`config.mk`:
```
export PLATFORM = sky130hd
export DESIGN_NAME = line_pixel_generator
export DESIGN_NICKNAME = d
export VERILOG_FILES = /design/src/hw/rtl/lpg_pkg.sv /design/src/hw/rtl/line_pixel_generator.sv /design/src/hw/rtl/lpg_front.sv /design/src/hw/rtl/lpg_cmd_queue.sv /design/src/hw/rtl/lpg_back.sv
export SDC_FILE = /design/constraint.sdc
export NUM_CORES = 1
export LEC_CHECK = 0
export BUFFER_PORTS_ARGS = -buffer_cell sky130_fd_sc_hd__clkbuf_2
export CELL_PAD_IN_SITES_DETAIL_PLACEMENT = 1
export CELL_PAD_IN_SITES_GLOBAL_PLACEMENT = 2
export CORE_UTILIZATION = 40
export CTS_CLUSTER_DIAMETER = 40
export DETAILED_ROUTE_END_ITERATION = 8
export PLACE_DENSITY_LB_ADDON = 0.1
export SLEW_MARGIN = 40
export SYNTH_ARGS = -nofsm -noshare
export SYNTH_HDL_FRONTEND = slang
export SYNTH_SLANG_ARGS = --single-unit
export TNS_END_PERCENT = 30
```
`constraint.sdc`:
```
create_clock -name clk -period 8.66 [get_ports clk]
set_input_delay 1.299 -clock clk [delete_from_list [all_inputs] [get_ports clk]]
set_output_delay 1.299 -clock clk [all_outputs]
set_load 0.01 [all_outputs]
```
`src/hw/rtl/lpg_pkg.sv`:
```
// ---------------------------------------------------------------------------
// lpg_pkg
// Types, widths and helpers shared by the line pixel generator modules.
// ---------------------------------------------------------------------------
`default_nettype none

package lpg_pkg;

  localparam int COORD_BITS    = 8;
  localparam int D_BITS        = COORD_BITS + 3;
  localparam int FIELD_BITS    = 8;
  localparam int COLOUR_BITS   = 16;
  localparam int IN_DATA_BITS  = 4 * FIELD_BITS + COLOUR_BITS;
  localparam int OUT_DATA_BITS = 2 * FIELD_BITS + COLOUR_BITS;
  localparam int QUEUE_DEPTH   = 2;
  localparam int QPTR_BITS     = (QUEUE_DEPTH > 1) ? $clog2(QUEUE_DEPTH) : 1;
  localparam int QCNT_BITS     = $clog2(QUEUE_DEPTH + 1);

  typedef logic [COORD_BITS-1:0]  coord_t;
  typedef logic signed [D_BITS-1:0] dterm_t;
  typedef logic [COLOUR_BITS-1:0] colour_t;

  typedef enum logic {
    ACT_START = 1'b0,
    ACT_STEP  = 1'b1
  } action_t;

  // one classified transaction, as handed from front to back
  typedef struct packed {
    action_t action;
    coord_t  x0;
    coord_t  y0;
    coord_t  major_end;
    coord_t  major_delta;
    coord_t  minor_delta;
    logic    steep;
    logic    minor_neg;
    dterm_t  d0;
    colour_t colour;
  } cmd_t;

  function automatic coord_t to_coord(input logic [FIELD_BITS-1:0] f);
    return COORD_BITS'(f);
  endfunction

  function automatic logic [FIELD_BITS-1:0] to_field(input coord_t c);
    return FIELD_BITS'(c);
  endfunction

  // 2*v, zero extended to the decision term width
  function automatic dterm_t twice(input coord_t v);
    return $signed({2'b00, v, 1'b0});
  endfunction

endpackage

`default_nettype wire

```
`src/hw/rtl/line_pixel_generator.sv`:
```
// ---------------------------------------------------------------------------
// line_pixel_generator
// Bresenham line rasteriser producing one result per start or step transaction.
// ---------------------------------------------------------------------------
// Usage:
//   Input stream s_*: s_tuser is the action (0 start, 1 step). A start carries
//   both endpoints and the RGB565 colour in s_tdata and yields the first
//   pixel; each step yields the next pixel. A step with no line running
//   yields a result with pixel_valid low and all other fields zero.
//   Output stream m_*: one result per input transaction, in order.
//   m_tuser is pixel_valid, m_tlast marks the final pixel of the line.
// Timing:
//   An accepted input is written into the queue, then the back's step takes it
//   into the output register. While m_tready stays high the sustained rate is one
//   transaction per cycle, set by the back's single add-and-compare step on
//   the decision term.
// Reset (rst, synchronous): queue emptied, no line running, output idle.
// Stall: while m_tready is low the output register holds; the two-entry
//   command queue keeps accepting until full, then s_tready drops.
// ---------------------------------------------------------------------------
`default_nettype none

module line_pixel_generator
  import lpg_pkg::*;
(
  input  wire logic                     clk,
  input  wire logic                     rst,
  input  wire logic                     s_tvalid,
  output logic                          s_tready,
  // start_x, start_y, end_x, end_y, colour
  input  wire logic [IN_DATA_BITS-1:0]  s_tdata,
  // action
  input  wire logic                     s_tuser,
  output logic                          m_tvalid,
  input  wire logic                     m_tready,
  // pixel_x, pixel_y, pixel_colour
  output logic [OUT_DATA_BITS-1:0]      m_tdata,
  // pixel_valid
  output logic                          m_tuser,
  // last_pixel
  output logic                          m_tlast
);

  cmd_t push_cmd, pop_cmd;
  logic push, full, pop, pop_valid;

  lpg_front u_front (
    .s_tvalid (s_tvalid),
    .s_tready (s_tready),
    .s_tdata  (s_tdata),
    .s_tuser  (s_tuser),
    .q_full   (full),
    .q_push   (push),
    .q_cmd    (push_cmd)
  );

  lpg_cmd_queue u_queue (
    .clk       (clk),
    .rst       (rst),
    .push      (push),
    .push_cmd  (push_cmd),
    .full      (full),
    .pop       (pop),
    .pop_valid (pop_valid),
    .pop_cmd   (pop_cmd)
  );

  lpg_back u_back (
    .clk      (clk),
    .rst      (rst),
    .q_valid  (pop_valid),
    .q_cmd    (pop_cmd),
    .q_pop    (pop),
    .m_tvalid (m_tvalid),
    .m_tready (m_tready),
    .m_tdata  (m_tdata),
    .m_tuser  (m_tuser),
    .m_tlast  (m_tlast)
  );

endmodule

`default_nettype wire

```
`src/hw/rtl/lpg_front.sv`:
```
// ---------------------------------------------------------------------------
// lpg_front
// Accepts input transactions and works out the line setup: major axis,
// endpoint swap, deltas and initial decision term.
// ---------------------------------------------------------------------------
`default_nettype none

module lpg_front
  import lpg_pkg::*;
(
  input  wire logic                    s_tvalid,
  output logic                         s_tready,
  // start_x, start_y, end_x, end_y, colour
  input  wire logic [IN_DATA_BITS-1:0] s_tdata,
  // action
  input  wire logic                    s_tuser,
  input  wire logic                    q_full,
  output logic                         q_push,
  output cmd_t                         q_cmd
);

  coord_t ax, ay, bx, by;
  coord_t adx, ady;
  coord_t sx0, sy0, sx1, sy1;
  coord_t major, minor;
  logic   steep, swap;

  assign s_tready = !q_full;
  assign q_push   = s_tvalid && !q_full;

  always_comb begin
    ax    = to_coord(s_tdata[FIELD_BITS-1:0]);
    ay    = to_coord(s_tdata[2*FIELD_BITS-1:FIELD_BITS]);
    bx    = to_coord(s_tdata[3*FIELD_BITS-1:2*FIELD_BITS]);
    by    = to_coord(s_tdata[4*FIELD_BITS-1:3*FIELD_BITS]);
    adx   = (bx > ax) ? bx - ax : ax - bx;
    ady   = (by > ay) ? by - ay : ay - by;
    steep = !(ady < adx);
    swap  = steep ? (ay > by) : (ax > bx);
    sx0   = swap ? bx : ax;
    sy0   = swap ? by : ay;
    sx1   = swap ? ax : bx;
    sy1   = swap ? ay : by;
    major = steep ? ady : adx;
    minor = steep ? adx : ady;

    q_cmd.action      = action_t'(s_tuser);
    q_cmd.x0          = sx0;
    q_cmd.y0          = sy0;
    q_cmd.major_end   = steep ? sy1 : sx1;
    q_cmd.major_delta = major;
    q_cmd.minor_delta = minor;
    q_cmd.steep       = steep;
    q_cmd.minor_neg   = steep ? (sx1 < sx0) : (sy1 < sy0);
    q_cmd.d0          = twice(minor) - $signed({3'b000, major});
    q_cmd.colour      = s_tdata[IN_DATA_BITS-1:4*FIELD_BITS];
  end

endmodule

`default_nettype wire

```
`src/hw/rtl/lpg_cmd_queue.sv`:
```
// ---------------------------------------------------------------------------
// lpg_cmd_queue
// Short command queue between the front and the back.
// ---------------------------------------------------------------------------
`default_nettype none

module lpg_cmd_queue
  import lpg_pkg::*;
(
  input  wire logic clk,
  input  wire logic rst,
  input  wire logic push,
  input  wire cmd_t push_cmd,
  output logic      full,
  input  wire logic pop,
  output logic      pop_valid,
  output cmd_t      pop_cmd
);

  cmd_t                 entries [QUEUE_DEPTH];
  logic [QPTR_BITS-1:0] wptr, rptr;
  logic [QCNT_BITS-1:0] count;
  logic                 do_push, do_pop;

  assign full      = (count == QCNT_BITS'(QUEUE_DEPTH));
  assign pop_valid = (count != '0);
  assign pop_cmd   = entries[rptr];
  assign do_push   = push && !full;
  assign do_pop    = pop && pop_valid;

  always_ff @(posedge clk) begin
    if (do_push) begin
      entries[wptr] <= push_cmd;
    end
  end

  always_ff @(posedge clk) begin
    if (rst) begin
      wptr  <= '0;
      rptr  <= '0;
      count <= '0;
    end else begin
      if (do_push) begin
        wptr <= (wptr == QPTR_BITS'(QUEUE_DEPTH - 1)) ? '0 : wptr + 1'b1;
      end
      if (do_pop) begin
        rptr <= (rptr == QPTR_BITS'(QUEUE_DEPTH - 1)) ? '0 : rptr + 1'b1;
      end
      case ({do_push, do_pop})
        2'b10:   count <= count + 1'b1;
        2'b01:   count <= count - 1'b1;
        default: count <= count;
      endcase
    end
  end

endmodule

`default_nettype wire

```
`src/hw/rtl/lpg_back.sv`:
```
// ---------------------------------------------------------------------------
// lpg_back
// Holds the line state, runs one Bresenham step per command and drives the
// registered pixel output.
// ---------------------------------------------------------------------------
`default_nettype none

module lpg_back
  import lpg_pkg::*;
(
  input  wire logic                     clk,
  input  wire logic                     rst,
  input  wire logic                     q_valid,
  input  wire cmd_t                     q_cmd,
  output logic                          q_pop,
  output logic                          m_tvalid,
  input  wire logic                     m_tready,
  // pixel_x, pixel_y, pixel_colour
  output logic [OUT_DATA_BITS-1:0]      m_tdata,
  // pixel_valid
  output logic                          m_tuser,
  // last_pixel
  output logic                          m_tlast
);

  // line state
  logic    line_active;
  logic    steep_line;
  coord_t  cur_x, cur_y;
  coord_t  major_end, major_delta, minor_delta;
  logic    minor_step_negative;
  dterm_t  decision_term;
  colour_t line_colour;

  // output register
  logic    q_valid_out;
  coord_t  out_x, out_y;
  colour_t out_colour;
  logic    out_pix, out_last;

  // working values: the loaded setup on a start, the held state otherwise
  logic    is_start, act, stp, neg, last, bump;
  coord_t  wx, wy, wend, wmaj, wmin, major_cur;
  coord_t  x_next, y_next;
  dterm_t  wd, d_next;
  colour_t wcol;

  assign q_pop    = q_valid && (!m_tvalid || m_tready);
  assign m_tvalid = q_valid_out;
  assign m_tdata  = {out_colour, to_field(out_y), to_field(out_x)};
  assign m_tuser  = out_pix;
  assign m_tlast  = out_last;

  always_comb begin
    is_start  = (q_cmd.action == ACT_START);
    act       = is_start || line_active;
    stp       = is_start ? q_cmd.steep       : steep_line;
    neg       = is_start ? q_cmd.minor_neg   : minor_step_negative;
    wx        = is_start ? q_cmd.x0          : cur_x;
    wy        = is_start ? q_cmd.y0          : cur_y;
    wend      = is_start ? q_cmd.major_end   : major_end;
    wmaj      = is_start ? q_cmd.major_delta : major_delta;
    wmin      = is_start ? q_cmd.minor_delta : minor_delta;
    wd        = is_start ? q_cmd.d0          : decision_term;
    wcol      = is_start ? q_cmd.colour      : line_colour;
    major_cur = stp ? wy : wx;
    last      = (major_cur == wend);
    bump      = !wd[D_BITS-1] && (wd != '0);
    d_next    = wd + twice(wmin) - (bump ? twice(wmaj) : dterm_t'(0));
    x_next    = wx;
    y_next    = wy;
    if (stp) begin
      y_next = wy + COORD_BITS'(1);
      if (bump) begin
        x_next = neg ? wx - COORD_BITS'(1) : wx + COORD_BITS'(1);
      end
    end else begin
      x_next = wx + COORD_BITS'(1);
      if (bump) begin
        y_next = neg ? wy - COORD_BITS'(1) : wy + COORD_BITS'(1);
      end
    end
  end

  always_ff @(posedge clk) begin
    if (rst) begin
      q_valid_out         <= 1'b0;
      line_active         <= 1'b0;
      steep_line          <= 1'b0;
      cur_x               <= '0;
      cur_y               <= '0;
      major_end           <= '0;
      major_delta         <= '0;
      minor_delta         <= '0;
      minor_step_negative <= 1'b0;
      decision_term       <= '0;
      line_colour         <= '0;
    end else begin
      q_valid_out <= q_pop || (q_valid_out && !m_tready);
      if (q_pop) begin
        if (is_start) begin
          steep_line          <= q_cmd.steep;
          major_end           <= q_cmd.major_end;
          major_delta         <= q_cmd.major_delta;
          minor_delta         <= q_cmd.minor_delta;
          minor_step_negative <= q_cmd.minor_neg;
          line_colour         <= q_cmd.colour;
        end
        if (act) begin
          line_active   <= !last;
          cur_x         <= last ? wx : x_next;
          cur_y         <= last ? wy : y_next;
          decision_term <= last ? wd : d_next;
        end
      end
    end
  end

  // payload of the output register
  always_ff @(posedge clk) begin
    if (q_pop) begin
      out_pix    <= act;
      out_x      <= act ? wx : '0;
      out_y      <= act ? wy : '0;
      out_colour <= act ? wcol : '0;
      out_last   <= act && last;
    end
  end

endmodule

`default_nettype wire

```
* Yosys cells after proc, flatten, opt, wreduce, memory -nomap -nowiden
Memories as Yosys holds them, arrays and structs flattened. A register that Yosys moved wholly into a read port is not among the register bits. Cells that the tools add are included.
Storage, ports and cells: memory bits (writable) 140, output and inout bits 36, register bits after elaboration 109, input port bits 53, logic and storage cells 105, memories kept 1
Cells by class: reduce and logical (&&, ||, !) cells 20, bitwise operators 1, add/sub/neg operators 15, multiplexer cells 38, eq/ne operators 4, $lt $le $gt $ge 7
Memories:
- u_queue.entries | words 2, width 70, read ports 1, clocked after memory_dff 1, write ports 1, RTL line lpg_cmd_queue.sv:20 | cmd_t entries [QUEUE_DEPTH];
Operators with widths (count):
- 8-bit two-way mux | 23
- 8-bit greater-than comparator | 4
- 8-bit subtractor | 4
- 8-bit less-than comparator | 3
- 11-bit two-way mux | 2
- 8-bit by 1-bit adder with 8-bit output, second input constant | 2
- 16-bit two-way mux | 1
- 8-bit by 1-bit subtractor with 8-bit output, second input constant | 2
- 11-bit by 10-bit adder with 11-bit output | 1
- 11-bit nonzero test | 1
- 11-bit subtractor | 1
- 1-bit two-way mux | 10
- 9-bit by 8-bit subtractor with 10-bit output | 1
- 9-bit two-way mux | 1
- 8-bit == test | 1
- 1-bit logical AND | 7
- 1-bit zero test | 6
- 2-bit == test, second input constant | 2
- 2-bit one-hot mux with 2 select lines | 1
- 2-bit nonzero test | 2
- 1-bit logical OR | 3
- 1-bit adder, second input constant | 2
- 2-bit by 1-bit adder with 2-bit output, second input constant | 1
- 2-bit by 1-bit == test with 1-bit output, second input constant | 1
- other kinds (3) | 3

* Depth between registers and ports, before layout
depth in word-level cells 7, depth in mapped cells 32, depth with buffers taken out 29

* Hierarchy
A second synthesis with hierarchy kept.
Second synthesis, totals: cell total of the unflattened synthesis 1394, area, all modules 14493.9 µm²
Modules (own cells, without submodules):
- lpg_back | sequential area each 2442.3 µm², cells an instance 709, instances 1, area each 6246.0 µm²
- lpg_cmd_queue | sequential area each 4304.1 µm², cells an instance 244, instances 1, area each 5257.5 µm²
- lpg_front | sequential area each 0.0 µm², cells an instance 441, instances 1, area each 2990.4 µm²

* Least setup slack after synthesis
No wires, ideal clock.
kind input -> register, from input port s_tdata[16], to memory u_queue.entries[0][24] (netlist bit) (data pin), arrival 6.680 ns, cell stages on the path 30, setup slack 1.713 ns, library setup time 0.267 ns, buffers on the path 4, data required time 8.393 ns, path through inv_1 -> ha_1 -> inv_1 -> fa_1 -> nand3_1 -> a21oi_1 -> o21ai_2 -> clkbuf_1 -> mux2_2 -> a21oi_1 -> nand3b_1 -> nand2_1 -> xnor2_1 -> inv_1 -> ha_1 -> a21o_1 -> a21o_1 -> a21oi_1 -> and2_4 -> buf_6 -> inv_4 -> buf_6 -> buf_2 -> a21o_1 -> ha_1 -> or3_1 -> nor4_1 -> o31ai_1 -> a21oi_1 -> xnor2_1
RTL lines:
- from (decl) | RTL line line_pixel_generator.sv:31 | input wire logic [IN_DATA_BITS-1:0] s_tdata,
- to (decl) | RTL line lpg_cmd_queue.sv:20

==> flow_metrics.tcl <==
set metrics [dict create \
    drtAntennaViolNets 0 \
    arrival_ps 7690 \
    slew_viol_final 0 \
    synth_nets 1462 \
    worst_slew_pin_slew_ps 809 \
    dieHeight_um 187 \
    synthArstFlopShare 0 \
    cap_violations 0 \
    grt_pass1_vias 10600 \
    cts_hold_buf 0 \
    portBuffers 88 \
    reg2reg_to "u_back.decision_term[10]$_SDFFE_PP0P_" \
    post_drt_wl_per_cell_um 19.3 \
    grt_max_degree 76 \
    cp-startpoint "s_tdata[16]" \
    htreeDepth 2 \
    cts-buffers-inserted 35 \
    worstSetupPathType "input port to register" \
    multi_input_area_mm2 0.00633 \
    status "finished, final reports clean" \
    vdd_drop_max_mv 0.212 \
    cp-end-kind "register" \
    ff2ff_path_depth 22 \
    final_common_cell "nor2_1" \
    track_usage 0.212 \
    cts_tree "built" \
    drtIter0Drc 425 \
    die_w_um 187 \
    nNetsFinal 1538 \
    areaGrowthSynthToFinish_pct 15.7 \
    place_hpwl_mm 25.5 \
    powerDensity_mw_per_mm2 440 \
    critPathMaxFanout 27 \
    postCtsSetupRepairBufs 0 \
    synth_area_mm2 0.0136 \
    stdcell_area_mm2 0.0158 \
    fin_crit_ps 7450 \
    viasPerCell 5.43 \
    crit_path_top_delay_cell "o21ai_2" \
    num_vias 10300 \
    yosysWarnings 0 \
    start_util 0.406 \
    r2r_slack_ps 2470 \
    antenna_found_initial 0 \
    io_pins 89 \
    rsz0062_at_grt "no" \
    gp_congestion 0.882 \
    ys_seq_elements 246 \
    num-fill-cells 3734 \
    drt_first_pass_iters 5 \
    wl_mm 36.4 \
    place_area_mm2 0.0145 \
    hp-class "register to register" \
    worst_setup_path_endpoint "u_queue.entries[0][24]$_DFFE_PP_" \
    regArea_mm2 0.00663 \
    critPathMaxStageDelay_ps 580 \
    startpoint_type "input port" \
    clk_pin_slew_ps 60 \
    synthFlopType "edfxtp_1" \
    synth_cells 1339 \
    max_freq_mhz 134 \
    clk_latency_ps 520 \
    row_count 67 \
    finClkSkew_ps 32.1 \
    synth_edf_count 170 \
    grt_pass1_wl_mm 58.7 \
    final_cell_mix "200 x nor2_1, 170 x edfxtp_1, 109 x a21oi_1" \
    cp_common_cell "a21oi_1" \
    yosysTopAreaCellShare 0.375 \
    utilization 0.470 \
    dieArea_mm2 0.0348 \
    p_leak_nw 6.19 \
    seq_area_frac_synth 0.486 \
    core_mm2 0.0335 \
    cts_sinks 246 \
    slew_headroom 0.460 \
    required_ps 8900 \
    fin_tns_setup_ps 0 \
    synth_area_leaders "edfxtp_1 37%, dfxtp_1 11%, mux2i_1 6.5%" \
    min_period_over_period 0.860 \
    yosysTopAreaCell "edfxtp_1" \
    grt-ovfl-total 0 \
    clockBufferDepth 3 \
    syn_area_per_cell_um2 10.2 \
    cts-resized-gates 0 \
    root_buffer "clkbuf_16" \
    drc 0 \
    finalSetupViolCount 0 \
    yosys.cell_types.count 77 \
    layout-drive-gt1-share 0.149 \
    hold_viol 0 \
]
-- flip-flops by register name, summed over array words and instances, names as in the netlist, 11 cells and up, named ones only --
| register | cells |
|---|---|
| u_back.decision_term | 11 |
| u_back.out_colour | 16 |
| u_queue.entries | 136 |
| u_back.line_colour | 16 |
-- through the flow --
step	hold slack, ps	std cells	worst slack [ps]	total power (W)
after floorplan	432	1339	1710	0.00454
after global placement	443	1823	951	0.00543
after detailed placement	447	1825	798	0.00553
after CTS	455	1888	1300	0.00700
after global routing	480	1889	662	0.00749
final	452	1890	1210	0.00693
-- routing by layer --
metal	wire, um	global-route usage	vias up
met2	16500	0.344	172
met1	18100	0.300	5056
met5	0	0	-
met4	721	0.0552	0
met3	1080	0.0237	48
li1	-	-	4982
-- critical path, delay by kind of cell --
kind	cells	cell delay, ps
AO/OA/AOI/OAI	10	2560
buffers and inverters	5	540
adder cells (fa/ha/maj)	4	1120
XOR/XNOR	3	440
multiplexers	1	180
AND/OR/NAND/NOR	6	1520
-- area by class of cell --
type | count | share of cell area
flip-flops and latches | 246 | 0.421
multi-input cells | 922 | 0.402
clock buffers | 40 | 0.0580
repair buffers | 109 | 0.0425
well taps | 448 | 0.0356
inverters | 101 | 0.0242
clock inverters | 23 | 0.0168
diodes | 1 | 0.000159
-- where the power goes --
group	switching, W	internal, W
Combinational	0.00223	0.00130
Clock	0.000554	0.000869
Sequential	0.000144	0.00184
-- synthesized netlist by cell type, types with 31 or more instances --
| library cell | number |
|---|---|
| nand2_1 | 69 |
| dfxtp_1 | 76 |
| a21oi_1 | 110 |
| o21ai_0 | 64 |
| nand3_1 | 36 |
| ha_1 | 57 |
| inv_1 | 100 |
| clkbuf_1 | 31 |
| edfxtp_1 | 170 |
| nor2_1 | 203 |
| a211oi_1 | 48 |
| mux2i_1 | 89 |
-- worst min path at each step --
stage | from | cells past startpoint | to | slack (ps)
after floorplan | u_back.cur_y[1]$_SDFFE_PP0P_ | 2 | u_back.cur_y[1]$_SDFFE_PP0P_ | 430
after global placement | u_back.decision_term[9]$_SDFFE_PP0P_ | 2 | u_back.decision_term[9]$_SDFFE_PP0P_ | 440
after detailed placement | u_back.decision_term[9]$_SDFFE_PP0P_ | 2 | u_back.decision_term[9]$_SDFFE_PP0P_ | 450
after CTS | u_back.decision_term[9]$_SDFFE_PP0P_ | 2 | u_back.decision_term[9]$_SDFFE_PP0P_ | 460
after global routing | u_back.decision_term[9]$_SDFFE_PP0P_ | 2 | u_back.decision_term[9]$_SDFFE_PP0P_ | 480
final | u_back.decision_term[9]$_SDFFE_PP0P_ | 2 | u_back.decision_term[9]$_SDFFE_PP0P_ | 450
-- logic make-up (layout without fill, tap and decap cells) --
family	Yosys count	after routing	share of synthesized area
buf+inv	171	273	0.0532
compound gates	311	311	0.144
simple gates	384	384	0.124
mux	111	111	0.0901
fa+ha+maj	72	72	0.0733
xor+xnor	44	44	0.0288
flops	246	246	0.486
other cells	0	1	0
Power figures use the tool's default switching activity.
